--- src/hdl/wuf_pkg.sv ---
// Shared constants and controller/datapath handshake types for the
// weighted union-find engine. No dependencies.
`timescale 1ns / 1ps

package wuf_pkg;

    // Default node count and fixed field widths of the item and result words
    localparam int NODES_DEF = 256;
    localparam int NODE_IN_W = 8;
    localparam int COMP_W    = 9;

    // Commands from the controller to the datapath
    typedef struct packed {
        logic clear_step;   // write one reset entry during the clearing pass
        logic load_item;    // capture an accepted item
        logic read_p;       // start the walk from p
        logic step;         // follow the parent link just read
        logic take_rp;      // keep p's root, start the walk from q
        logic take_rq;      // keep q's root
        logic hang;         // link the smaller root under the larger one
        logic grow;         // write the merged size, drop the count
        logic emit;         // load the result register
    } dp_cmd_t;

    // Status from the datapath to the controller
    typedef struct packed {
        logic clr_last;     // clearing pass is at its last entry
        logic at_root;      // node under walk links to itself
        logic same_root;    // node under walk equals p's root
        logic unite;        // current item is a union
        logic out_free;     // result register can take a word this cycle
    } dp_status_t;

endpackage

--- src/hdl/wuf_controller.sv ---
// Sequencer of the union-find engine: clearing pass, two root walks,
// union writes and result hand-off. Depends on wuf_pkg.
`timescale 1ns / 1ps

module wuf_controller (
    input  logic                 clk,
    input  logic                 rst_n,
    input  logic                 in_valid,
    output logic                 in_ready,
    input  wuf_pkg::dp_status_t  status,
    output wuf_pkg::dp_cmd_t     cmd
);

    import wuf_pkg::*;

    localparam logic [2:0] S_CLEAR  = 3'd0;
    localparam logic [2:0] S_IDLE   = 3'd1;
    localparam logic [2:0] S_START  = 3'd2;
    localparam logic [2:0] S_WALK_P = 3'd3;
    localparam logic [2:0] S_WALK_Q = 3'd4;
    localparam logic [2:0] S_HANG   = 3'd5;
    localparam logic [2:0] S_GROW   = 3'd6;
    localparam logic [2:0] S_FINISH = 3'd7;

    logic [2:0] state_reg, state_next;

    always_comb
    begin
        state_next = state_reg;
        cmd        = '0;
        in_ready   = 1'b0;
        unique case (state_reg)
            S_CLEAR:
            begin
                cmd.clear_step = 1'b1;
                if (status.clr_last)
                    state_next = S_IDLE;
            end
            S_IDLE:
            begin
                in_ready = 1'b1;
                if (in_valid)
                begin
                    cmd.load_item = 1'b1;
                    state_next    = S_START;
                end
            end
            S_START:
            begin
                cmd.read_p = 1'b1;
                state_next = S_WALK_P;
            end
            S_WALK_P:
            begin
                if (status.at_root)
                begin
                    cmd.take_rp = 1'b1;
                    state_next  = S_WALK_Q;
                end
                else
                    cmd.step = 1'b1;
            end
            S_WALK_Q:
            begin
                if (status.at_root)
                begin
                    cmd.take_rq = 1'b1;
                    if (status.unite && !status.same_root)
                        state_next = S_HANG;
                    else
                        state_next = S_FINISH;
                end
                else
                    cmd.step = 1'b1;
            end
            S_HANG:
            begin
                cmd.hang   = 1'b1;
                state_next = S_GROW;
            end
            S_GROW:
            begin
                cmd.grow   = 1'b1;
                state_next = S_FINISH;
            end
            S_FINISH:
            begin
                if (status.out_free)
                begin
                    cmd.emit   = 1'b1;
                    state_next = S_IDLE;
                end
            end
        endcase
    end

    always_ff @(posedge clk or negedge rst_n)
    begin
        if (!rst_n)
            state_reg <= S_CLEAR;
        else
            state_reg <= state_next;
    end

endmodule

--- config.mk ---
export PLATFORM = sky130hd
export DESIGN_NAME = wuf_controller
export DESIGN_NICKNAME = d
export VERILOG_FILES = /design/src/hdl/wuf_pkg.sv /design/src/hdl/wuf_controller.sv
export SDC_FILE = /design/constraint.sdc
export NUM_CORES = 1
export LEC_CHECK = 0
export ABC_AREA = 1
export BUFFER_PORTS_ARGS = -buffer_cell sky130_fd_sc_hd__buf_4
export CORE_AREA = 3 3 40 42
export CTS_CLUSTER_SIZE = 16
export DETAILED_ROUTE_END_ITERATION = 12
export DIE_AREA = 0 0 43 45
export HOLD_SLACK_MARGIN = 0.15
export PLACE_DENSITY = 0.56
export SKIP_CTS_REPAIR_TIMING = 1
export SYNTH_ARGS = -nofsm -noshare
export SYNTH_HDL_FRONTEND = slang
export SYNTH_SLANG_ARGS = --single-unit
--- constraint.sdc ---
create_clock -name clk -period 3.3 [get_ports clk]
set_clock_uncertainty 0.05 [all_clocks]
set_input_delay 0.66 -clock clk [delete_from_list [all_inputs] [get_ports clk]]
set_output_delay 0.66 -clock clk [all_outputs]
set_load 0.05 [all_outputs]
==> summary by stage, run 1 <==
Outcome
The run finished with clean final reports.

GRT
The initial antenna violation count is 0. Global routing consumed, over all layers together, 8.507% of the routing resources. After global routing the overflow that remains totals 0. The first global-routing pass estimated 1262 microns of wire. The pin count of the biggest net entering global routing is 13. The via count of the first global-routing pass is 327.

CTS
In this run the clock root is driven by a sky130_fd_sc_hd__clkbuf_4. The total clock sinks is 3. The number of buffers inserted during clock tree synthesis is 3. TritonCTS built the clock tree. The clock tree buffer depth is 2.

The H-tree depth is 1. After clock tree synthesis, the clock-pin slew on the worst setup and hold paths is 40 ps. The clock latency of the later-clocked register in the worst-skew pair is 230 ps.

Timing
The final critical path takes up 65.39% of the cycle. Setup repair after global routing left no endpoint under its margin. For the final routed database, the setup TNS stands at 0 ps.

The worst slew slack as a fraction of its limit is 70.61%. The final count of hold timing violations is 0. The worst slack on hold paths is 160.5 ps. The clock period could shrink to 2158 ps.

The pin slew with the least headroom to its limit is 440.8 ps. Derived from the worst setup path, the maximum achievable clock frequency is 0.4634 GHz. The number of setup violations in the final report is 0. Setup slack closes at 1142 ps. The max-slew violation total from the final report is 0.

Placement
The post-place setup slack is 1371 ps. The number of input and output port buffers inserted is 17. Detailed placement finished with a half-perimeter wire length of 581.4 microns. The final weighted congestion in routability-driven placement is 0.7258.

Pwr
The total design power is 587.0 uW. The power share of the clock group is 10.7%. Of the total power, combinational logic draws 68.0%. The switching component of the power is 352.2 uW. In this run the static leakage power is 0.2953 nW. The areal power density over the cells is 1164 nW/um^2. The cell-internal power is 234.9 uW. Net switching is 59.99% of the power. The sequential share of power is 21.4%. VDD sags by at most 0.3954 mV.

Setup path
The required time reported for the critical path endpoint is 2590 ps. The launching point of the worst reg2reg path is state_reg[2]. Data arrives at the worst endpoint at 1450 ps. The depth of the worst register-to-register path is 7. The worst reg2reg path endpoint is state_reg[2]. The startpoint class of the critical path is a register. The category of the critical setup timing path is reg -> out. The worst setup path is captured at an output pin. The reg-to-reg setup timing slack is 1860 ps. The largest fanout on the critical path is 9.

Logic synthesis
The fraction of post-synthesis cell area in the top cell type by area is 20.55%. Sequential elements use 20.55% of the synthesized area. After synthesis the netlist holds a flip-flop and latch count of 3. Counting every instance in the synthesized netlist gives 55. The number of warnings reported in the yosys synthesis log is 0. The post-synthesis net count is 63. By area the synthesized netlist is led by sky130_fd_sc_hd__dfrtp_1, sky130_fd_sc_hd__nand2_1, sky130_fd_sc_hd__buf_6.

Yosys mapped the design onto 17 distinct sky130hd cell types. The synthesized area per cell is 6.643 sq um. After synthesis the cells add up to 365.4 sq um. The most area-hungry cell type in the Yosys netlist is sky130_fd_sc_hd__dfrtp_1.

Finish
After the last flow step, the layout net total stands at 82. The share of cells above drive strength 1 is 42.47%. 0 antenna diodes ended up in the layout.

Fill cells in the final layout number 138. The post-layout utilization of the core is 39.24%. The flip-flop count of the largest register after layout is 3. The area growth from synthesis to layout is 38.01%.

Floorplan
The die is 45 microns tall. The initial utilization of the core area, before any placement, comes to 28.43%. 18 I/O pins were placed. The number of placement rows is 13. The floorplan step set the die width to 43 microns. The placeable core region is 1285 sq um.

The die covers 1935 sq um.

Run
The total of max-cap violations is 0.

Drt
For this run, the detailed router's first-pass iteration total came to 4. The average detailed-routed wire length per instance is 8.670 microns. The via count is 374.

Dividing the detail-routed via count by the number of cells gives 4.250. In this run the remaining antenna-violating nets after routing total 0. The first-iteration detailed-routing DRC count is 5. For this run, design rule violations remaining after detail routing come to 0. After detailed routing, the total wire length is 763 microns.

Hold path
The worst hold-check path type is in -> async.
## how the worst max path moves through the flow
stage,start,to,cells past startpoint
final,state_reg[1],cmd[5],7
after global routing,state_reg[1],cmd[5],7
after CTS,state_reg[1],cmd[5],7
after detailed placement,in_valid,cmd[7],4
after global placement,in_valid,cmd[7],4
after floorplan,in_valid,cmd[7],2
## cells in the final DEF (no fill, tap or decap), drive strengths merged
cell type  count
nor4           1
nor2           7
nand3          5
dfrtp          3
buf           17
o21ai          1
inv           10
nand2         19
clkbuf         4
a21boi         1
nand4          1
nor3           4
## routing by layer
metal | routed length [microns] | track usage, %
met5 | 0 | 0
met4 | 0 | 7.229
met3 | 75 | 0.3984
met2 | 309 | 11.38
met1 | 378 | 12.35
## layout make-up
type | count | area (sq um) | area share [%]
Multi-Input combinational cell | 39 | 219.0 | 43.42
Timing Repair Buffer | 17 | 127.6 | 25.31
Sequential cell | 3 | 75.07 | 14.89
Inverter | 10 | 37.54 | 7.444
Clock buffer | 4 | 26.28 | 5.211
Tap cell | 15 | 18.77 | 3.722
## Yosys cell counts
cell	count
sky130_fd_sc_hd__nor4_1	1
sky130_fd_sc_hd__a21boi_0	1
sky130_fd_sc_hd__dfrtp_1	3
sky130_fd_sc_hd__nand2_2	3
sky130_fd_sc_hd__inv_2	2
sky130_fd_sc_hd__nor3_4	1
sky130_fd_sc_hd__nand3_1	5
sky130_fd_sc_hd__nor3_1	3
sky130_fd_sc_hd__o21ai_0	1
sky130_fd_sc_hd__nor2_4	2
sky130_fd_sc_hd__nand2_1	14
sky130_fd_sc_hd__nand4_1	1
sky130_fd_sc_hd__inv_1	8
sky130_fd_sc_hd__nor2_2	1
sky130_fd_sc_hd__nor2_1	4
sky130_fd_sc_hd__nand2_4	2
sky130_fd_sc_hd__buf_6	3
## worst max-delay path, cell delays in order, from the launching register on
cell and delay [ps]:
sky130_fd_sc_hd__dfrtp_1 590, sky130_fd_sc_hd__nand2_4 110, sky130_fd_sc_hd__nor2_2 120, sky130_fd_sc_hd__inv_1 80
sky130_fd_sc_hd__nand2_1 60, sky130_fd_sc_hd__nand2_1 40, sky130_fd_sc_hd__inv_1 50, sky130_fd_sc_hd__buf_4 180
## stage by stage
stage | cells | area (sq um)
3_5_place_dp | 84 | 478.0
2_1_floorplan | 55 | 365.4
4_1_cts | 88 | 504.2
3_3_place_gp | 84 | 478.0
6_report | 88 | 504.2
5_1_grt | 88 | 504.2
## logic make-up after synthesis
logic type | share of synthesized area, %
AO/OA/AOI/OAI | 3.424
AND/OR/NAND/NOR | 56.51
buffers and inverters | 19.52
flip-flops | 20.55
## power by group through the flow
stage	sequential, mW	combinational, mW	clock (mW)
floorplan	0.0682	0.400	0
global placement	0.125	0.402	0
detailed placement	0.126	0.399	0
CTS	0.125	0.401	0.0653
global route	0.129	0.429	0.0681
finish	0.125	0.399	0.0627
(Power assumes the default switching activity.)
==> inputs of run 2 (changes only) <==
ABC_AREA = 0   (was 1)
PLACE_DENSITY = 0.51   (was 0.56)
clock period = 1.8 ns   (was 3.3 ns; I/O delays follow)
==> run 2 against run 1 <==
  * Non-clock buffer count up 1
  * Die area unchanged
  * Via count down 18%
  * Wire length down 8.3%
  * Highest routed layer unchanged
==> summary by stage, run 2 <==
Logic synthesis
By area the synthesized netlist is led by sky130_fd_sc_hd__dfrtp_1, sky130_fd_sc_hd__nor3b_1, sky130_fd_sc_hd__nor2_1. The post-synthesis share of cell area spent on and, or, nand and nor gates is 42.92% (-14 points). The share of the yosys chip area belonging to registers is 26.55% (+6.0 points). The synthesized area per cell is 8.079 sq um (+22%). The complex-gate fraction of the synthesized area is 17.26% (+14 points). The biggest area contributor in the post-synthesis netlist is sky130_fd_sc_hd__dfrtp_1. The library cell with the highest instance count after synthesis is sky130_fd_sc_hd__nor2_1. The synthesized-area fraction occupied by xor and xnor cells is 0% (unchanged). The summed instance area of the synthesized netlist is 282.8 sq um (-23%).

The instance count of the mapped netlist came to 35 (-36%). The adder and majority gate portion of the synthesized area is 0% (unchanged). The number of flops mapped to enable cells by yosys is 0 (unchanged). The number of warnings reported in the yosys synthesis log is 0 (unchanged). The number of synthesized register bits came to 3 (unchanged). The portion of netlist area occupied by mux cells is 3.540% (+3.5 points). By area, the combinational part of the netlist is dominated by simple AND/OR/NAND/NOR gates. The fraction of registers with async set or reset after synthesis is 100.0% (unchanged). The unique cell type count in the Yosys netlist is 22 (+5).

In the synthesized netlist, the cells that appear most often are sky130_fd_sc_hd__nor2_1, sky130_fd_sc_hd__dfrtp_1, sky130_fd_sc_hd__nor3b_1. The most used flip-flop cell after synthesis is sky130_fd_sc_hd__dfrtp_1. The fraction of post-synthesis cell area in the top cell type by area is 26.55% (+6.0 points). The post-synthesis net count was 43 (-32%).

Finish
The post-layout utilization of the core is 35.83% (-3.4 points). The filler cell count in the final layout came to 141 (+2.2%). The antenna diode count is 0 (unchanged).

The flip-flop count of the largest register after layout was 3 (unchanged). The commonest non-fill, non-tap cell in the layout is sky130_fd_sc_hd__buf_4. In the layout the commonest cells are sky130_fd_sc_hd__buf_4, sky130_fd_sc_hd__nor2_1, sky130_fd_sc_hd__nor3b_2, sky130_fd_sc_hd__clkbuf_4, sky130_fd_sc_hd__dfrtp_2. Compared with the post-synthesis result, the final layout area differs by 62.83%. The share of cells above drive strength 1 is 53.70% (+11 points). The post-layout net count was 63 (-23%).

Timing
The maximum clock frequency is 0.5925 GHz. The post-route clock period utilization is 93.77%. The final count of hold timing violations is 0 (unchanged).

The sum of negative setup slack is 0 ps (unchanged). The worst slew slack as a fraction of its limit is 84.42% (+14 points). The number of setup violations in the final report is 0 (unchanged). The max-slew violation total from the final report is 0 (unchanged). Setup repair after global routing left no endpoint under its margin. After layout, the minimum clock period comes to 1688 ps. The pin slew with the least headroom to its limit came to 233.7 ps (-207.1 ps).

GRT
The met2 usage in global routing came to 12.57% (+1.2 points). The wire length of the first global-routing pass is 1179 microns (-6.6%). In this run the most used layer during global routing was met2.

The met1 global-route usage is 10.12% (-2.2 points). The aggregate global routing overflow is 0 (unchanged). The global routing usage on met3 is 5.179% (+4.8 points). The via count of the first global-routing pass is 281 (-14%).

The pin count of the biggest net entering global routing is 14 (+1). The initial antenna violation count is 0 (unchanged). The global-route total usage across every layer is 8.077% (-0.43 points).

Run
The total of max-cap violations is 0 (unchanged).

Setup path
The startpoint class of the critical path is a register. The master of the slowest instance on the critical path is sky130_fd_sc_hd__dfrtp_2. The largest fanout on the critical path is 12 (+3).

The largest stage delay on the critical path came to 480 ps (-110 ps). The critical path arrival is 1280 ps (-170 ps). The critical path goes through and2_1 > mux2i_1 > nor2_1 > buf_4. STA classifies the critical path endpoint as an output pin. The required time reported for the critical path endpoint is 1390 ps (-1200 ps). The critical path is of the reg -> out type.

CTS
The tree is rooted in a sky130_fd_sc_hd__clkbuf_4. The number of buffers inserted during clock tree synthesis is 3 (unchanged). The clock latency of the later-clocked register in the worst-skew pair is 230 ps (about the same).

The H-tree depth is 1 (unchanged). The clock tree buffer depth is 2 (unchanged). The CTS tree is yes. The clock transition time at the flip-flop clock pins of the worst setup and hold paths is 40 ps (about the same).

The total clock sinks is 3 (unchanged).

Pwr
The combinational share of power is 61.9% (-6.1 points). The highest ir drop seen on vdd is 0.9056 mV (+130%). The switching component of the power was 469.6 uW (+33%).

The sequential share of power is 24.8% (+3.4 points). The areal power density over the cells was 1861 nW/um^2 (+60%). The switching fraction of total power is 54.81% (-5.2 points). The cell-internal power is 387.2 uW (+65%).

The static leakage was 0.2137 nW (-28%). The power share of the clock group came to 13.3% (+2.6 points).

Placement
The number of input and output port buffers inserted came to 17 (unchanged). The estimated wirelength of the detail-placed design is 547.6 microns (-5.8%). The final weighted congestion in routability-driven placement is 0.7058 (-2.8%).

Drt
The total routed wirelength is 700 microns (-8.3%). The via count is 305 (-18%). The via density per instance came to 4.420 (+4.0%). The first-iteration detailed-routing DRC count is 4 (-1). The post-route antenna net violation count is 0 (unchanged). The average detailed-routed wire length per instance was 10.14 microns (+17%). The number of optimization iterations in the first detailed-route pass is 4 (unchanged). The final routed DRC violation total is 0 (unchanged).

Floorplan
The number of placement rows is 13 (unchanged). The effective utilization at floorplan is 22.01% (-6.4 points). The vertical die dimension is 45 microns (unchanged). The number of primary I/O pins is 18 (unchanged). The die outline area came to 1935 sq um (unchanged). The placeable core region is 1285 sq um (unchanged).

The width of the die is 43 microns (unchanged).

Hold path
In this run the worst hold path is classified as in -> reg.

Outcome
The flow ran to the end, and the final reports show no timing, DRC or antenna violations.
## run 2: changes by cell type in the layout (fill, tap and decap cells not counted), sizes merged, moves of 2 or more
cell | before | now
and2 | 0 | 2
nand2 | 19 | 2
nor3 | 4 | 2
nor2 | 7 | 5
o21a | 0 | 2
a21oi | 0 | 2
nand3 | 5 | 2
nor3b | 0 | 4
inv | 10 | 1
## run 2: power by group through the flow
stage	clock network (mW)	registers, mW	logic (mW)
2_1_floorplan	0	0.119	0.515
3_3_place_gp	0	0.208	0.535
3_5_place_dp	0	0.207	0.533
4_1_cts	0.121	0.206	0.536
5_1_grt	0.129	0.227	0.573
6_report	0.114	0.213	0.530
## run 2: path summary, 6_finish.rpt
kind	from	end	slack, ps	cells past startpoint
setup / recovery	state_reg[1]	cmd[5]	110	4
hold / removal	in_valid	state_reg[1]	370	3
setup reg to reg	state_reg[0]	state_reg[0]	550	3
hold reg to reg	state_reg[1]	state_reg[1]	630	2
max in group asynchronous	rst_n	state_reg[2]	1180	2
min in group asynchronous	rst_n	state_reg[1]	410	2
## run 2: stage by stage
stage | power (mW) | std cells | area [sq um] | hold slack [ps] | worst slack, ps
finish | 0.8568 | 69 | 460.4 | 366.4 | 112.1
global route | 0.9290 | 69 | 460.4 | 392.0 | 13.61
CTS | 0.8624 | 68 | 446.7 | -147.3 | -41.99
detailed placement | 0.7401 | 64 | 420.4 | 101.8 | 211.3
global placement | 0.7427 | 64 | 420.4 | 100.7 | 241.7
floorplan | 0.6347 | 35 | 297.8 | 14.41 | -338.2
## run 2: kinds of logic after synthesis
logic type	Yosys count
AOI/OAI and AO/OA	7
DFF	3
muxes	1
buffers and inverters	4
and+or+nand+nor	20
## run 2: layout make-up
type	instances	area (sq um)	share of cell area, %
Multi-Input combinational cell	28	195.2	42.39
Timing Repair Buffer	18	137.6	29.89
Clock buffer	4	26.28	5.707
Tap cell	15	18.77	4.076
Inverter	1	3.754	0.8152
Sequential cell	3	78.83	17.12
## run 2: worst max-delay path: cells and delay by family (launching register included)
| family | cells | cell delay (ps) |
|---|---|---|
| flip-flops | 1 | 480 |
| multiplexers | 1 | 140 |
| buffers and inverters | 1 | 180 |
| AND/OR/NAND/NOR | 2 | 250 |
## run 2: metal layers
layer	vias to the layer above	wire length (microns)
met5	-	0
met4	0	0
met3	0	57
met2	10	333
met1	137	308
li1	158	-
==> inputs of run 3 (changes only) <==
CORE_AREA = 2 2 39 41   (was 3 3 40 42)
CTS_CLUSTER_DIAMETER = 50   (was default)
DIE_AREA = 0 0 41 43   (was 0 0 43 45)
==> run 3 against run 2 <==
  * Core utilization is 2.5 points lower
  * Sequential power hardly changed
  * Critical path depth is 1 lower
  * Combinational power hardly changed
  * Highest routed layer is now met4
  * Global-route usage is 1.8 points higher
  * Maximum frequency is 0.26% higher
  * Via count stayed put
  * Clock-buffer cell count stayed put
  * Critical path type unchanged
  * Setup slack better by 4.4 ps
  * Clock power is 4% higher
  * Non-clock buffer count stayed put
  * Power is 0.15% higher
==> summary by stage, run 3 (synthesis results as in run 2) <==
Outcome
The run finished with clean final reports.

Placement
The final weighted congestion in routability-driven placement is 0.6825 (-3.3%). The number of input and output port buffers inserted is 17 (unchanged). The estimated wirelength of the detail-placed design is 530.2 microns (-3.2%).

Drt
The number of optimization iterations in the first detailed-route pass was 4 (unchanged). The first-iteration detailed-routing DRC count is 4 (unchanged). The via density per instance is 4.357 (-1.4%).

The post-route antenna net violation count is 0 (unchanged). The via count is 305 (unchanged). The average detailed-routed wire length per instance was 10.06 microns (-0.87%). The total routed wirelength came to 704 microns (+0.57%).

The final routed DRC violation total is 0 (unchanged).

Timing
The maximum clock frequency is 0.5940 GHz (+0.26%). The worst slew slack as a fraction of its limit is 84.95% (+0.53 points). The post-route clock period utilization is 93.52% (-0.25 points). The pin slew with the least headroom to its limit is 225.8 ps (-7.929 ps). The number of setup violations in the final report came to 0 (unchanged). The max-slew violation total from the final report is 0 (unchanged). The final critical-path required period is 1683 ps (-4.422 ps). The worst slack on hold paths is 380.5 ps (+14.02 ps). Setup repair after global routing left no endpoint under its margin. The final count of hold timing violations is 0 (unchanged).

Setup path
The category of the critical setup timing path is reg -> out. Walking the worst path, the cells encountered are nor3b_2 > and2_1 > buf_4. The master of the slowest instance on the critical path is sky130_fd_sc_hd__dfrtp_2.

The required time reported for the critical path endpoint came to 1390 ps (about the same). The worst setup path is captured at an output pin. The largest stage delay on the critical path is 480 ps (about the same).

The largest fanout on the critical path is 12 (unchanged). The critical path arrival is 1270 ps (about the same). The startpoint class of the critical path is a register.

Floorplan
The vertical die dimension is 43 microns (-4.4%). The number of primary I/O pins is 18 (unchanged). The die outline area is 1763 sq um (-8.9%).

The number of placement rows is 14 (+1). The effective utilization at floorplan is 20.43% (-1.6 points). The placeable core region is 1384 sq um (+7.7%). The width of the die was 41 microns (-4.7%).

CTS
The H-tree depth is 1 (unchanged). The total clock sinks is 3 (unchanged). The number of buffers inserted during clock tree synthesis is 3 (unchanged).

The CTS tree is yes. The clock tree root buffer cell is sky130_fd_sc_hd__clkbuf_4. The clock latency of the later-clocked register in the worst-skew pair was 230 ps (about the same). The clock tree buffer depth was 2 (unchanged).

The clock transition time at the flip-flop clock pins of the worst setup and hold paths came to 30 ps (about the same).

GRT
The pin count of the biggest net entering global routing is 14 (unchanged). The met1 global-route usage was 12.22% (+2.1 points). The global routing usage on met3 is 3.665% (-1.5 points). The initial antenna violation count is 0 (unchanged). The via count of the first global-routing pass is 263 (-6.4%). The global-route total usage across every layer is 9.839% (+1.8 points). After global routing, the most crowded layer is met1.

The met2 usage in global routing came to 11.88% (-0.70 points). The aggregate global routing overflow was 0 (unchanged). The wire length of the first global-routing pass is 1097 microns (-7.0%).

Pwr
The switching component of the power is 470.6 uW (+0.22%). The highest ir drop seen on vdd came to 0.6066 mV (-33%). The sequential share of power is 24.6% (-0.2 points). The combinational share of power is 61.6% (-0.3 points).

The switching fraction of total power is 54.84% (about the same). The areal power density over the cells is 1859 nW/um^2 (-0.12%). The static leakage is 0.2137 nW (unchanged). The cell-internal power was 387.5 uW (about the same). The power share of the clock group is 13.7% (+0.4 points).

Finish
The flip-flop count of the largest register after layout is 3 (unchanged). Leaving out fill and tap cells, the most frequent cell in the layout is sky130_fd_sc_hd__buf_4. The filler cell count in the final layout came to 154 (+9.2%). The post-layout net count is 63 (unchanged). Leaving out fill and tap cells, the most frequent cells in the layout are sky130_fd_sc_hd__buf_4, sky130_fd_sc_hd__nor2_1, sky130_fd_sc_hd__nor3b_2, sky130_fd_sc_hd__clkbuf_4, sky130_fd_sc_hd__dfrtp_2. The area added between synthesis and finish is 63.27%. The share of cells above drive strength 1 was 53.70% (unchanged). The post-layout utilization of the core is 33.36% (-2.5 points). The antenna diode count is 0 (unchanged).

Run
The total of max-cap violations is 0 (unchanged).

Hold path
The worst hold path belongs to the class in -> reg.
## run 3: path summary, 6_finish.rpt
path	from	end	slack, ps	cells past startpoint
max	state_reg[1]	cmd[7]	120	3
min	in_valid	state_reg[1]	380	3
max reg2reg	state_reg[0]	state_reg[0]	540	3
max in group asynchronous	rst_n	state_reg[0]	1190	2
min in group asynchronous	rst_n	state_reg[2]	410	2
min reg2reg	state_reg[1]	state_reg[0]	650	2
## run 3: worst max-delay path: cells and delay by family (launching register included)
kind	cells	cell delay [ps]
AND/OR/NAND/NOR	2	370
flip-flops	1	480
buffers and inverters	1	190
## run 3: layer usage
layer	wire, microns	vias to the layer above	part of all wire (%)
met5	0	-	0
met4	16	0	2.3
met3	33	2	4.7
met2	356	9	51
met1	297	136	42
li1	-	158	-
## run 3: area by class of cell
type / count / area [sq um] / share of cell area [%]
Sequential cell: 3 / 78.83 / 17.07
Timing Repair Buffer: 18 / 137.6 / 29.81
Tap cell: 16 / 20.02 / 4.336
Inverter: 1 / 3.754 / 0.8130
Clock buffer: 4 / 26.28 / 5.691
Multi-Input combinational cell: 28 / 195.2 / 42.28
## run 3: power by group through the flow
stage,Clock (mW),Combinational (mW),Sequential (mW)
3_5_place_dp,0,0.533,0.209
3_3_place_gp,0,0.532,0.206
5_1_grt,0.135,0.570,0.225
2_1_floorplan,0,0.515,0.119
6_report,0.118,0.529,0.212
4_1_cts,0.125,0.534,0.207
## run 3: through the flow
| stage | power (mW) | cell area (sq um) | cells | setup TNS [ps] | worst slack (ps) |
|---|---|---|---|---|---|
| after floorplan | 0.6347 | 297.8 | 35 | -904.4 | -338.2 |
| after global placement | 0.7384 | 421.7 | 65 | 0 | 242.2 |
| after detailed placement | 0.7418 | 421.7 | 65 | 0 | 220.2 |
| after CTS | 0.8659 | 447.9 | 69 | -69.10 | -38.13 |
| after global routing | 0.9300 | 461.7 | 70 | 0 | 12.82 |
| final | 0.8581 | 461.7 | 70 | 0 | 116.6 |
